## src/rtl/core/bvm_pkg.sv

```systemverilog
// ---------------------------------------------------------------------------
// bvm_pkg - battery voltage monitor shared definitions
// Field widths, register indexes, reset values, microcode format and program.
// ---------------------------------------------------------------------------
package bvm_pkg;

	// ADC resolution; the sample and average fields stay 12 bits wide
	localparam int ADC_BITS   = 12;

	localparam int SAMPLE_W   = 12;
	localparam int AVG_W      = 12;
	localparam int MV_W       = 13;
	localparam int STATUS_W   = 2;
	localparam int COUNT_W    = 8;
	localparam int INTERVAL_W = 8;
	localparam int WEIGHT_W   = 4;
	localparam int VREF_W     = 12;
	localparam int CFG_IDX_W  = 3;
	localparam int CFG_DATA_W = 13;

	// Low ADC_BITS bits of a 12-bit code
	localparam logic [AVG_W-1:0] AMASK =
		(ADC_BITS >= AVG_W) ? {AVG_W{1'b1}} : AVG_W'((1 << ADC_BITS) - 1);

	// Divider: numerator avg*w + sample, divisor w + 1, two quotient bits a step
	localparam int NUM_W     = AVG_W + WEIGHT_W;
	localparam int DVSR_W    = WEIGHT_W + 1;
	localparam int DIV_STEPS = NUM_W / 2;
	localparam int ITER_W    = $clog2(DIV_STEPS);

	// Scaling: 2 * vref * avg
	localparam int PROD_W    = VREF_W + AVG_W + 1;

	localparam logic [MV_W-1:0] MV_MAX = {MV_W{1'b1}};

	// Reset values
	localparam logic [INTERVAL_W-1:0] RST_INTERVAL = 8'd20;
	localparam logic [WEIGHT_W-1:0]   RST_WEIGHT   = 4'd10;
	localparam logic [VREF_W-1:0]     RST_VREF     = 12'd2990;
	localparam logic [MV_W-1:0]       RST_LOW      = 13'd3400;
	localparam logic [MV_W-1:0]       RST_CRIT     = 13'd3200;
	localparam logic [MV_W-1:0]       RST_ABSENT   = 13'd500;
	localparam logic [COUNT_W-1:0]    RST_LIMIT    = 8'd5;
	localparam logic [AVG_W-1:0]      RST_AVG      = 12'd2525;

	typedef enum logic [CFG_IDX_W-1:0] {
		REG_INTERVAL = 3'd0,
		REG_WEIGHT   = 3'd1,
		REG_VREF     = 3'd2,
		REG_LOW      = 3'd3,
		REG_CRIT     = 3'd4,
		REG_ABSENT   = 3'd5,
		REG_LIMIT    = 3'd6
	} cfg_idx_t;

	typedef enum logic [STATUS_W-1:0] {
		BAT_NORMAL     = 2'd0,
		BAT_LOW        = 2'd1,
		BAT_DISCHARGED = 2'd2,
		BAT_ABSENT     = 2'd3
	} bat_status_t;

	// Microcode
	localparam int STEP_W = 3;
	typedef logic [STEP_W-1:0] step_t;

	typedef enum logic [2:0] {
		OP_WAIT,   // take a tick, load the divider on a measuring tick
		OP_DIV,    // two quotient bits
		OP_MUL,    // latch average, multiply by vref
		OP_SCALE,  // shift down and saturate
		OP_CLASS   // count, latch, classify, load result
	} op_t;

	typedef enum logic [1:0] {
		JMP_NEVER,
		JMP_NO_START,
		JMP_DIV_BUSY,
		JMP_OUT_BUSY
	} jmp_t;

	typedef struct packed {
		op_t   op;
		jmp_t  jmp;
		step_t target;
		logic  last;
	} ctrl_t;

	typedef struct packed {
		logic start;     // measuring tick accepted
		logic div_busy;  // divider not on its final step
		logic out_busy;  // result register still held
	} cond_t;

	localparam step_t STEP_WAIT  = 3'd0;
	localparam step_t STEP_DIV   = 3'd1;
	localparam step_t STEP_MUL   = 3'd2;
	localparam step_t STEP_SCALE = 3'd3;
	localparam step_t STEP_CLASS = 3'd4;

	function automatic ctrl_t ucode(input step_t step);
		ctrl_t w;
		unique case (step)
			STEP_WAIT:  w = '{op: OP_WAIT,  jmp: JMP_NO_START, target: STEP_WAIT,  last: 1'b0};
			STEP_DIV:   w = '{op: OP_DIV,   jmp: JMP_DIV_BUSY, target: STEP_DIV,   last: 1'b0};
			STEP_MUL:   w = '{op: OP_MUL,   jmp: JMP_NEVER,    target: STEP_WAIT,  last: 1'b0};
			STEP_SCALE: w = '{op: OP_SCALE, jmp: JMP_NEVER,    target: STEP_WAIT,  last: 1'b0};
			STEP_CLASS: w = '{op: OP_CLASS, jmp: JMP_OUT_BUSY, target: STEP_CLASS, last: 1'b1};
			default:    w = '{op: OP_WAIT,  jmp: JMP_NEVER,    target: STEP_WAIT,  last: 1'b1};
		endcase
		return w;
	endfunction

endpackage

```

## src/rtl/core/bvm_in_if.sv

```systemverilog
// ---------------------------------------------------------------------------
// bvm_in_if - tick channel
// One request per timer tick, carrying the latest ADC code.
// ---------------------------------------------------------------------------
interface bvm_in_if;
	logic                          valid;
	logic                          ready;
	logic [bvm_pkg::SAMPLE_W-1:0]  adc_sample;

	modport source (output valid, output adc_sample, input ready);
	modport sink   (input valid, input adc_sample, output ready);
endinterface

```

## src/rtl/core/bvm_out_if.sv

```systemverilog
// ---------------------------------------------------------------------------
// bvm_out_if - measurement result channel
// One request per measurement: average, voltage, status and discharge state.
// ---------------------------------------------------------------------------
interface bvm_out_if;
	logic                          valid;
	logic                          ready;
	logic [bvm_pkg::AVG_W-1:0]     average_code;
	logic [bvm_pkg::MV_W-1:0]      voltage_mv;
	logic [bvm_pkg::STATUS_W-1:0]  battery_status;
	logic [bvm_pkg::COUNT_W-1:0]   critical_count;
	logic                          discharge_flag;

	modport source (output valid, output average_code, output voltage_mv,
		output battery_status, output critical_count, output discharge_flag,
		input ready);
	modport sink   (input valid, input average_code, input voltage_mv,
		input battery_status, input critical_count, input discharge_flag,
		output ready);
endinterface

```

## src/rtl/core/bvm_sequencer.sv

```systemverilog
// ---------------------------------------------------------------------------
// bvm_sequencer - microcode step counter
// Reads the control word of the current step and picks the next step.
// ---------------------------------------------------------------------------
module bvm_sequencer (
	input  logic             clk,
	input  logic             arst_n,
	input  bvm_pkg::cond_t   cond,
	output bvm_pkg::ctrl_t   ctrl
);

	bvm_pkg::step_t step_q;
	bvm_pkg::step_t step_next;
	logic           taken;

	assign ctrl = bvm_pkg::ucode(step_q);

	always_comb begin
		unique case (ctrl.jmp)
			bvm_pkg::JMP_NO_START: taken = !cond.start;
			bvm_pkg::JMP_DIV_BUSY: taken = cond.div_busy;
			bvm_pkg::JMP_OUT_BUSY: taken = cond.out_busy;
			default:               taken = 1'b0;
		endcase
		if (taken) begin
			step_next = ctrl.target;
		end else if (ctrl.last) begin
			step_next = bvm_pkg::STEP_WAIT;
		end else begin
			step_next = step_q + bvm_pkg::step_t'(1);
		end
	end

	always_ff @(posedge clk or negedge arst_n) begin
		if (!arst_n) begin
			step_q <= bvm_pkg::STEP_WAIT;
		end else begin
			step_q <= step_next;
		end
	end

endmodule

```

## src/rtl/core/battery_voltage_monitor_top.sv

```systemverilog
// ---------------------------------------------------------------------------
// battery_voltage_monitor_top - battery voltage monitor with moving average
// Counts ticks, averages the ADC code, scales to mV and classifies.
// ---------------------------------------------------------------------------
// A tick that does not measure is taken in the wait step and gives no result.
// A measuring tick (every measure_interval-th) runs the microcode program:
// a step to take it, the divider of the running average (two quotient
// bits a cycle), the vref multiply, a step to scale and one to classify;
// the next tick is taken in the cycle after classify. The result sits in an
// output register, so further ticks are taken while it waits; a second
// measurement stalls in its last step until the first is collected.
// Configuration writes are taken at any time and should be made while idle.
module battery_voltage_monitor_top (
	input  logic                           clk,
	input  logic                           arst_n,
	input  logic                           cfg_we,
	input  logic [bvm_pkg::CFG_IDX_W-1:0]  cfg_index,
	input  logic [bvm_pkg::CFG_DATA_W-1:0] cfg_data,
	bvm_in_if.sink                         sample_ch,
	bvm_out_if.source                      result_ch
);

	// configuration
	logic [bvm_pkg::INTERVAL_W-1:0] interval_q;
	logic [bvm_pkg::WEIGHT_W-1:0]   weight_q;
	logic [bvm_pkg::VREF_W-1:0]     vref_q;
	logic [bvm_pkg::MV_W-1:0]       low_q;
	logic [bvm_pkg::MV_W-1:0]       crit_q;
	logic [bvm_pkg::MV_W-1:0]       absent_q;
	logic [bvm_pkg::COUNT_W-1:0]    limit_q;

	// state
	logic [bvm_pkg::INTERVAL_W-1:0] tick_q;
	logic [bvm_pkg::AVG_W-1:0]      avg_q;
	logic [bvm_pkg::COUNT_W-1:0]    crit_cnt_q;
	logic                           disch_q;

	// datapath
	logic [bvm_pkg::NUM_W-1:0]      num_q;
	logic [bvm_pkg::WEIGHT_W-1:0]   rem_q;
	logic [bvm_pkg::DVSR_W-1:0]     dvsr_q;
	logic [bvm_pkg::ITER_W-1:0]     iter_q;
	logic [bvm_pkg::PROD_W-1:0]     prod_q;
	logic [bvm_pkg::MV_W-1:0]       mv_q;

	// result register
	logic                           out_valid_q;
	logic [bvm_pkg::AVG_W-1:0]      out_avg_q;
	logic [bvm_pkg::MV_W-1:0]       out_mv_q;
	bvm_pkg::bat_status_t           out_status_q;
	logic [bvm_pkg::COUNT_W-1:0]    out_cnt_q;
	logic                           out_disch_q;

	bvm_pkg::ctrl_t ctrl;
	bvm_pkg::cond_t cond;

	logic                           accept;
	logic [bvm_pkg::INTERVAL_W-1:0] tick_inc;
	logic [bvm_pkg::INTERVAL_W-1:0] interval_eff;
	logic                           measure;
	logic [bvm_pkg::AVG_W-1:0]      sample_m;
	logic [bvm_pkg::NUM_W-1:0]      num_load;

	logic [bvm_pkg::DVSR_W-1:0]     r1, r2;
	logic [bvm_pkg::DVSR_W-1:0]     r1s, r2s;
	logic                           q1, q2;

	logic [bvm_pkg::AVG_W-1:0]      quot;
	logic [bvm_pkg::PROD_W-1:0]     mv_raw;

	logic                           out_take;
	logic                           load_out;
	logic [bvm_pkg::COUNT_W-1:0]    cnt_next;
	logic                           disch_next;
	bvm_pkg::bat_status_t           status_next;

	bvm_sequencer u_seq (
		.clk    (clk),
		.arst_n (arst_n),
		.cond   (cond),
		.ctrl   (ctrl)
	);

	assign sample_ch.ready = (ctrl.op == bvm_pkg::OP_WAIT);
	assign accept          = sample_ch.valid && sample_ch.ready;

	assign tick_inc     = tick_q + bvm_pkg::INTERVAL_W'(1);
	assign interval_eff = (interval_q == '0) ? bvm_pkg::INTERVAL_W'(1) : interval_q;
	assign measure      = (tick_inc >= interval_eff);

	assign sample_m = sample_ch.adc_sample & bvm_pkg::AMASK;
	assign num_load = bvm_pkg::NUM_W'(avg_q) * bvm_pkg::NUM_W'(weight_q)
	                + bvm_pkg::NUM_W'(sample_m);

	// restoring division, two bits a cycle; remainder stays below the divisor
	always_comb begin
		r1  = {rem_q, num_q[bvm_pkg::NUM_W-1]};
		q1  = (r1 >= dvsr_q);
		r1s = q1 ? (r1 - dvsr_q) : r1;
		r2  = {r1s[bvm_pkg::WEIGHT_W-1:0], num_q[bvm_pkg::NUM_W-2]};
		q2  = (r2 >= dvsr_q);
		r2s = q2 ? (r2 - dvsr_q) : r2;
	end

	assign quot   = num_q[bvm_pkg::AVG_W-1:0] & bvm_pkg::AMASK;
	assign mv_raw = prod_q >> bvm_pkg::ADC_BITS;

	assign out_take = out_valid_q && result_ch.ready;

	assign cond.start    = accept && measure;
	assign cond.div_busy = (iter_q != bvm_pkg::ITER_W'(bvm_pkg::DIV_STEPS - 1));
	assign cond.out_busy = out_valid_q && !result_ch.ready;

	assign load_out = (ctrl.op == bvm_pkg::OP_CLASS) && !cond.out_busy;

	always_comb begin
		cnt_next = crit_cnt_q;
		if ((mv_q <= crit_q) && (crit_cnt_q != '1)) begin
			cnt_next = crit_cnt_q + bvm_pkg::COUNT_W'(1);
		end
		disch_next = disch_q || (cnt_next >= limit_q);
		priority if ((mv_q <= low_q) && (mv_q > crit_q)) begin
			status_next = bvm_pkg::BAT_LOW;
		end else if (disch_next) begin
			status_next = bvm_pkg::BAT_DISCHARGED;
		end else if (mv_q < absent_q) begin
			status_next = bvm_pkg::BAT_ABSENT;
		end else begin
			status_next = bvm_pkg::BAT_NORMAL;
		end
	end

	// configuration registers
	always_ff @(posedge clk or negedge arst_n) begin
		if (!arst_n) begin
			interval_q <= bvm_pkg::RST_INTERVAL;
			weight_q   <= bvm_pkg::RST_WEIGHT;
			vref_q     <= bvm_pkg::RST_VREF;
			low_q      <= bvm_pkg::RST_LOW;
			crit_q     <= bvm_pkg::RST_CRIT;
			absent_q   <= bvm_pkg::RST_ABSENT;
			limit_q    <= bvm_pkg::RST_LIMIT;
		end else if (cfg_we) begin
			unique case (cfg_index)
				bvm_pkg::REG_INTERVAL: interval_q <= cfg_data[bvm_pkg::INTERVAL_W-1:0];
				bvm_pkg::REG_WEIGHT:   weight_q   <= cfg_data[bvm_pkg::WEIGHT_W-1:0];
				bvm_pkg::REG_VREF:     vref_q     <= cfg_data[bvm_pkg::VREF_W-1:0];
				bvm_pkg::REG_LOW:      low_q      <= cfg_data[bvm_pkg::MV_W-1:0];
				bvm_pkg::REG_CRIT:     crit_q     <= cfg_data[bvm_pkg::MV_W-1:0];
				bvm_pkg::REG_ABSENT:   absent_q   <= cfg_data[bvm_pkg::MV_W-1:0];
				bvm_pkg::REG_LIMIT:    limit_q    <= cfg_data[bvm_pkg::COUNT_W-1:0];
				default: ;
			endcase
		end
	end

	// monitor state
	always_ff @(posedge clk or negedge arst_n) begin
		if (!arst_n) begin
			tick_q     <= '0;
			avg_q      <= bvm_pkg::RST_AVG;
			crit_cnt_q <= '0;
			disch_q    <= 1'b0;
		end else begin
			if (accept) begin
				tick_q <= measure ? '0 : tick_inc;
			end
			if (ctrl.op == bvm_pkg::OP_MUL) begin
				avg_q <= quot;
			end
			if (load_out) begin
				crit_cnt_q <= cnt_next;
				disch_q    <= disch_next;
			end
		end
	end

	// divider control
	always_ff @(posedge clk or negedge arst_n) begin
		if (!arst_n) begin
			iter_q <= '0;
		end else if (cond.start) begin
			iter_q <= '0;
		end else if (ctrl.op == bvm_pkg::OP_DIV) begin
			iter_q <= iter_q + bvm_pkg::ITER_W'(1);
		end
	end

	// datapath payload
	always_ff @(posedge clk) begin
		if (cond.start) begin
			num_q  <= num_load;
			rem_q  <= '0;
			dvsr_q <= bvm_pkg::DVSR_W'(weight_q) + bvm_pkg::DVSR_W'(1);
		end else if (ctrl.op == bvm_pkg::OP_DIV) begin
			num_q <= {num_q[bvm_pkg::NUM_W-3:0], q1, q2};
			rem_q <= r2s[bvm_pkg::WEIGHT_W-1:0];
		end
		if (ctrl.op == bvm_pkg::OP_MUL) begin
			prod_q <= {bvm_pkg::PROD_W'(vref_q) * bvm_pkg::PROD_W'(quot)}
				<< 1;
		end
		if (ctrl.op == bvm_pkg::OP_SCALE) begin
			mv_q <= (mv_raw > bvm_pkg::PROD_W'(bvm_pkg::MV_MAX)) ?
				bvm_pkg::MV_MAX : mv_raw[bvm_pkg::MV_W-1:0];
		end
	end

	// result register
	always_ff @(posedge clk or negedge arst_n) begin
		if (!arst_n) begin
			out_valid_q <= 1'b0;
		end else if (load_out) begin
			out_valid_q <= 1'b1;
		end else if (out_take) begin
			out_valid_q <= 1'b0;
		end
	end

	always_ff @(posedge clk) begin
		if (load_out) begin
			out_avg_q    <= avg_q;
			out_mv_q     <= mv_q;
			out_status_q <= status_next;
			out_cnt_q    <= cnt_next;
			out_disch_q  <= disch_next;
		end
	end

	assign result_ch.valid          = out_valid_q;
	assign result_ch.average_code   = out_avg_q;
	assign result_ch.voltage_mv     = out_mv_q;
	assign result_ch.battery_status = out_status_q;
	assign result_ch.critical_count = out_cnt_q;
	assign result_ch.discharge_flag = out_disch_q;

endmodule
```

## src/flat_wrapper.sv

```systemverilog
// flat-port wrapper written by rule: the top's interface ports become plain ports
module battery_voltage_monitor_top_flat 
  (clk, arst_n, cfg_we, cfg_index, cfg_data, sample_ch_valid, sample_ch_adc_sample, sample_ch_ready, result_ch_valid, result_ch_average_code, result_ch_voltage_mv, result_ch_battery_status, result_ch_critical_count, result_ch_discharge_flag, result_ch_ready);
  bvm_in_if sample_ch_i ();
  bvm_out_if result_ch_i ();
  input  logic clk;
  input  logic arst_n;
  input  logic cfg_we;
  input  logic [bvm_pkg::CFG_IDX_W-1:0] cfg_index;
  input  logic [bvm_pkg::CFG_DATA_W-1:0] cfg_data;
  input wire logic [$bits(sample_ch_i.valid)-1:0] sample_ch_valid;
  input wire logic [$bits(sample_ch_i.adc_sample)-1:0] sample_ch_adc_sample;
  output wire logic [$bits(sample_ch_i.ready)-1:0] sample_ch_ready;
  output wire logic [$bits(result_ch_i.valid)-1:0] result_ch_valid;
  output wire logic [$bits(result_ch_i.average_code)-1:0] result_ch_average_code;
  output wire logic [$bits(result_ch_i.voltage_mv)-1:0] result_ch_voltage_mv;
  output wire logic [$bits(result_ch_i.battery_status)-1:0] result_ch_battery_status;
  output wire logic [$bits(result_ch_i.critical_count)-1:0] result_ch_critical_count;
  output wire logic [$bits(result_ch_i.discharge_flag)-1:0] result_ch_discharge_flag;
  input wire logic [$bits(result_ch_i.ready)-1:0] result_ch_ready;
  assign sample_ch_i.valid = sample_ch_valid;
  assign sample_ch_i.adc_sample = sample_ch_adc_sample;
  assign sample_ch_ready = sample_ch_i.ready;
  assign result_ch_valid = result_ch_i.valid;
  assign result_ch_average_code = result_ch_i.average_code;
  assign result_ch_voltage_mv = result_ch_i.voltage_mv;
  assign result_ch_battery_status = result_ch_i.battery_status;
  assign result_ch_critical_count = result_ch_i.critical_count;
  assign result_ch_discharge_flag = result_ch_i.discharge_flag;
  assign result_ch_i.ready = result_ch_ready;
  battery_voltage_monitor_top u_core (.clk(clk), .arst_n(arst_n), .cfg_we(cfg_we), .cfg_index(cfg_index), .cfg_data(cfg_data), .sample_ch(sample_ch_i), .result_ch(result_ch_i));
endmodule
```

## config.mk

```make
export PLATFORM = sky130hd
export DESIGN_NAME = battery_voltage_monitor_top_flat
export DESIGN_NICKNAME = d
export VERILOG_FILES = /design/src/rtl/core/bvm_pkg.sv /design/src/rtl/core/bvm_in_if.sv /design/src/rtl/core/bvm_out_if.sv /design/src/rtl/core/bvm_sequencer.sv /design/src/rtl/core/battery_voltage_monitor_top.sv /design/src/flat_wrapper.sv
export SDC_FILE = /design/constraint.sdc
export NUM_CORES = 1
export LEC_CHECK = 0
export ABC_AREA = 1
export BUFFER_PORTS_ARGS = -buffer_cell sky130_fd_sc_hd__buf_2
export CORE_AREA = 2 2 167 169
export CTS_CLUSTER_DIAMETER = 120
export DETAILED_ROUTE_END_ITERATION = 12
export DIE_AREA = 0 0 169 171
export PLACE_DENSITY = 0.74
export SYNTH_ARGS = -nofsm -noshare
export SYNTH_HDL_FRONTEND = slang
export SYNTH_SLANG_ARGS = --single-unit
```

## constraint.sdc

```tcl
create_clock -name clk -period 12.35 [get_ports clk]
set_clock_uncertainty 0.1 [all_clocks]
set_input_delay 1.235 -clock clk [delete_from_list [all_inputs] [get_ports clk]]
set_output_delay 1.235 -clock clk [all_outputs]
set_load 0.01 [all_outputs]
```

**Yosys cells after proc, flatten, opt, wreduce, memory -nomap -nowiden**

Index checks and enable logic that the tools add are counted.

- $add $sub $neg: 8
- Multipliers: 2
- $lt $le $gt $ge: 9
- Eq/ne operators: 19
- Mux-type cells: 17
- Reductions and logical operators: 24

Operators with widths:

| cell | number |
|---|---|
| $pmux 9 s5 | 1 |
| $mux 16 | 2 |
| $le 13x13->1 | 2 |
| $mul 12x12->24 | 1 |
| $mux 8 | 3 |
| $eq 3x2->1 const B | 6 |
| $add 16x12->16 | 1 |
| $add 8x1->8 const B | 2 |
| $ge 8x8->1 | 2 |
| $mul 12x4->16 | 1 |
| $eq 3x3->1 const B | 5 |
| $reduce_and 2->1 | 7 |
| $gt 13x13->1 | 1 |
| $gt 13x13->1 const B | 1 |
| $lt 13x13->1 | 1 |
| $mux 3 | 4 |
| $ge 5x5->1 | 2 |
| $eq 3x1->1 const B | 3 |
| $logic_not 3->1 | 3 |
| $logic_not 8->1 | 1 |
| $mux 4 | 2 |
| $ne 8x8->1 const B | 1 |
| $sub 4x4->4 | 2 |
| $logic_and 1x1->1 | 7 |
| 11 further kinds | 18 |

- Flip-flop bits (word level): 205
- Output and inout port bits: 38
- Logic and storage cells: 103

**Logic depth before layout (Yosys ltp)**

- Word-level depth: 8
- Gate-level depth with buffers: 23
- Depth with buffers taken out: 22

**Modules after synthesis**

A second synthesis with hierarchy kept.

- Cell total of the unflattened synthesis: 1905
- Area total of the unflattened synthesis: 16144.2 um2

Modules (own cells, without submodules):

| module | times used | cells each | area an instance (um2) | seq. area each (um2) |
|---|---|---|---|---|
| battery_voltage_monitor_top | 1 | 1860 | 15805.2 | 5220.0 |
| bvm_sequencer | 1 | 45 | 339.1 | 75.1 |

**Worst setup path before layout**

No wires, ideal clock.

- Path kind: reg2reg
- Start: register u_core.vref_q[9] (netlist bit)
- End: register u_core.prod_q[21] (netlist bit) (data pin)
- Setup time: 0.252 ns
- Arrival: 4.668 ns
- Required time: 11.998 ns
- Path slack: 7.330 ns
- Cell stages (with the launch flop): 20
- Buffers on the path: 1
- Path through: dfstp_2 -> clkbuf_1 -> nand2_1 -> fa_1 -> inv_1 -> fa_1 -> fa_1 -> fa_1 -> inv_1 -> fa_1 -> inv_1 -> ha_1 -> nand2_1 -> inv_1 -> a21oi_1 -> nor2_1 -> nor3_1 -> nand2_1 -> nand2_1 -> nand2_1

- Word-level cells in the longest chain between the ends: 1

RTL lines:

| element | line | text |
|---|---|---|
| start: declaration | battery_voltage_monitor_top.sv:26 | `logic [bvm_pkg::VREF_W-1:0] vref_q;` |
| start signal: assignment | battery_voltage_monitor_top.sv:138 | `vref_q <= bvm_pkg::RST_VREF;` |
| start signal: assignment | battery_voltage_monitor_top.sv:147 | `bvm_pkg::REG_VREF: vref_q <= cfg_data[bvm_pkg::VREF_W-1:0];` |
| $mul 12x12->24 | battery_voltage_monitor_top.sv:200 | `prod_q <= {bvm_pkg::PROD_W'(vref_q) * bvm_pkg::PROD_W'(quot)}` |
| end signal: assignment | battery_voltage_monitor_top.sv:200 |  |
| end: declaration | battery_voltage_monitor_top.sv:43 | `logic [bvm_pkg::PROD_W-1:0] prod_q;` |

No other way between the ends.
A chain may end at the register's enable or synchronous reset.

**Final worst setup path**

- Start: register u_core.num_q[5] (netlist bit)
- End: register u_core.prod_q[21] (netlist bit) (data pin)

- Word-level cells in the longest chain between the ends: 1

RTL lines:

| element | line | text |
|---|---|---|
| start: declaration | battery_voltage_monitor_top.sv:39 | `logic [bvm_pkg::NUM_W-1:0] num_q;` |
| start signal: assignment | battery_voltage_monitor_top.sv:192 | `num_q <= num_load;` |
| start signal: assignment | battery_voltage_monitor_top.sv:196 | `num_q <= {num_q[bvm_pkg::NUM_W-3:0], q1, q2};` |
| $mul 12x12->24 | battery_voltage_monitor_top.sv:200 |  |

No other way between the ends.

==> results.json <==
{
  "run_status": "completed",
  "yosys_register_bits": 194,
  "die_height_microns": 171,
  "grt_start_max_net_pins": 60,
  "fmax_ghz": 0.192,
  "port-buffer-count": 70,
  "io_pins": 71,
  "crit_start": "u_core.num_q[5]",
  "clkSlewWorstSetupHoldPaths_ps": 80,
  "worstHoldPathType": "register to register",
  "critPathMaxFanout": 14,
  "grt_setup_unrepaired": "no",
  "design.core.area_sq_um": 27300,
  "hold-path-cell-count": 0,
  "final_hold_viol_count": 0,
  "finalCriticalPeriod_ps": 5200,
  "measured_slew_at_the_worst_slew_check_pin_ps": 958,
  "total_wire_length_after_detailed_routing_microns": 35400,
  "grt_pass1_wl_microns": 59500,
  "insertion_delay_ps": 440,
  "fin_worst_hold_slack_ps": 325,
  "critical_path.endpoint_type": "register",
  "total_overflow_reported_by_the_global_router": 0,
  "criticalPathCategory": "register to register",
  "detailed_place_hpwl_microns": 27600,
  "dr_wl_met3_microns": 1610,
  "globalplace.congestion": 0.921,
  "h-tree-depth": 4,
  "route.detailed.wl_per_inst_microns": 15.4,
  "drt-pass1-iter-count": 5,
  "cts_tree": "yes",
  "drtAntennaViolNets": 0,
  "antennaDiodeCount": 0,
  "area.growth.synth_to_final_pct": 7.21,
  "cts-buffers-inserted": 17,
  "drt_iter0_markers": 979,
  "cts_root_buffer": "clkbuf_16",
  "seq_area_frac_synth_pct": 33.1,
  "syn-cell-area_sq_um": 16000,
  "number_of_synthesized_flops_with_an_enable_pin": 83,
  "cp.arrival_ps": 5300,
  "floorplan.rows": 61,
  "post_route_cells_drive_above_1_share_pct": 7.76,
  "cts.repair.resized": 0,
  "synthArstFlopShare_pct": 55.2,
  "fin_nets": 2267,
  "initial_cell_density_of_the_core_pct": 58.6,
  "total_nets_after_synthesis": 2237,
  "top_layer_used": "met4",
  "route.detailed.vias_per_inst": 5.34,
  "max-cap-violations": 0,
  "synth_cells": 1917,
  "clkSinkCount": 194,
  "yosysWarningCount": 0,
  "slew_violations": 0,
  "slew_headroom_pct": 36.1,
  "startpoint_type": "register",
  "via_count": 12322,
  "final.period_utilization_pct": 42.1,
  "global_routing_usage_summed_across_all_routing_layers_pct": 26.0,
  "holdCritStartpoint": "u_core.prod_q[19]",
  "totalNegativeSetupSlack_ps": 0,
  "finalSetupViolCount": 0,
  "worstRegToRegCells": 18,
  "route.met2.wl_microns": 17300,
  "die_area_sq_um": 28900,
  "distinct_cell_type_count_after_synthesis": 40,
  "antenna_found_initial": 0,
  "x_dimension_of_the_die_microns": 169,
  "syn_area_per_cell_sq_um": 8.36,
  "post_cts_setup_buffer_count": 0,
  "wl_met1_microns": 15800,
  "clk_path_buf_depth": 2,
  "yosys_most_used_dff": "edfxtp_1",
  "holdBufCountCts": 0,
  "critical_path.reg2reg.startpoint": "u_core.num_q[5]",
  "worst_ep_required_time_ps": 12450,
  "grt_pass1_vias": 12418,
  "drc": 0
}
==> through the flow <==
step                util, %  instance area [sq um]  worst slack, ps  instances
finish                 62.8                  17200             7150       2306
global route           62.8                  17200             6770       2306
CTS                    62.8                  17200             7150       2306
detailed placement     60.7                  16600             7180       2274
global placement       60.7                  16600             7290       2274
floorplan                 -                  16000             7330       1917
==> layer usage <==
layer  track usage (%)  vias up
li1                  -     5979
met1              34.2     5963
met2              45.1      324
met3              3.47       56
met4              7.99        0
met5                 0        -
==> cells in the mapped netlist, types with 26 or more instances <==
cell type  instances  area (sq um)
xor2_1            26           228
nor2_1            65           244
nand2_1          530          1990
o21ai_0          116           581
nand3_1           72           360
a21oi_1           65           325
edfxtp_1          83          2490
dfrtp_1           71          1780
dfstp_2           36           946
ha_1             155          1940
fa_1             132          2640
clkbuf_1          57           214
inv_1            411          1540
==> worst paths after layout <==
path                                         to  slack [ps]
max in group asynchronous   u_core.absent_q[11]       10200
min reg2reg                      u_core.mv_q[7]         330
max                           u_core.prod_q[21]        7150
min in group asynchronous  u_core.crit_cnt_q[5]         710
max reg2reg                   u_core.prod_q[21]        7150
min                              u_core.mv_q[7]         330
==> worst max-delay path, cell delays in order, from the launching register on <==
cell,delay (ps)
edfxtp_1,660
nand2_1,150
fa_1,550
inv_1,50
fa_1,520
fa_1,440
fa_1,560
inv_1,60
fa_1,530
inv_1,50
ha_1,340
nand2_1,160
inv_1,60
a21oi_1,240
nor2_1,70
nor3_1,230
nand2_1,90
nand2_1,60
nand2_1,40
==> state kept, by name (all words and copies together) (netlist names), 12 cells and up <==
register	flops
u_core.avg_q	12
u_core.result_ch.voltage_mv	13
u_core.vref_q	12
u_core.result_ch.average_code	12
u_core.num_q	16
u_core.mv_q	13
u_core.low_q	13
u_core.crit_q	13
u_core.prod_q	13
u_core.absent_q	13
==> layout make-up <==
| cell class | instances | area, sq um |
|---|---|---|
| Sequential cell | 194 | 5300 |
| Tap cell | 346 | 433 |
| Clock inverter | 15 | 168 |
| Fill cell | 2350 | 10200 |
| Inverter | 412 | 1550 |
| Timing Repair Buffer | 73 | 375 |
| Multi-Input combinational cell | 1249 | 8930 |
| Clock buffer | 17 | 425 |
==> cells in the final DEF (no fill, tap or decap), types with 3 or more instances in the layout <==
cell	count
dfxtp_1	4
dfstp_2	36
ha_1	155
nand2_2	4
fa_1	132
buf_4	4
nor3_1	14
inv_8	4
o21ai_0	116
inv_6	3
buf_2	69
nand3_1	72
a21oi_1	65
clkbuf_16	17
edfxtp_1	83
xnor2_1	10
dfrtp_1	71
nand4_1	22
and2_1	5
inv_1	411
nor2_1	64
o21bai_1	6
nand3b_1	5
nand2_1	530
o21a_1	5
xor2_1	26
==> logic make-up after synthesis <==
family	after synthesis	share of synthesized area, %
buffers and inverters	474	11.2
AOI/OAI and AO/OA	202	6.66
and+or+nand+nor	724	18.5
adders and majority gates	287	28.6
DFF	194	33.1
xor gates and xnor gates	36	1.97
Power is left out: the tool's default activity adds up to more than one toggle a clock period on the data nets, which glitch-free logic cannot reach.
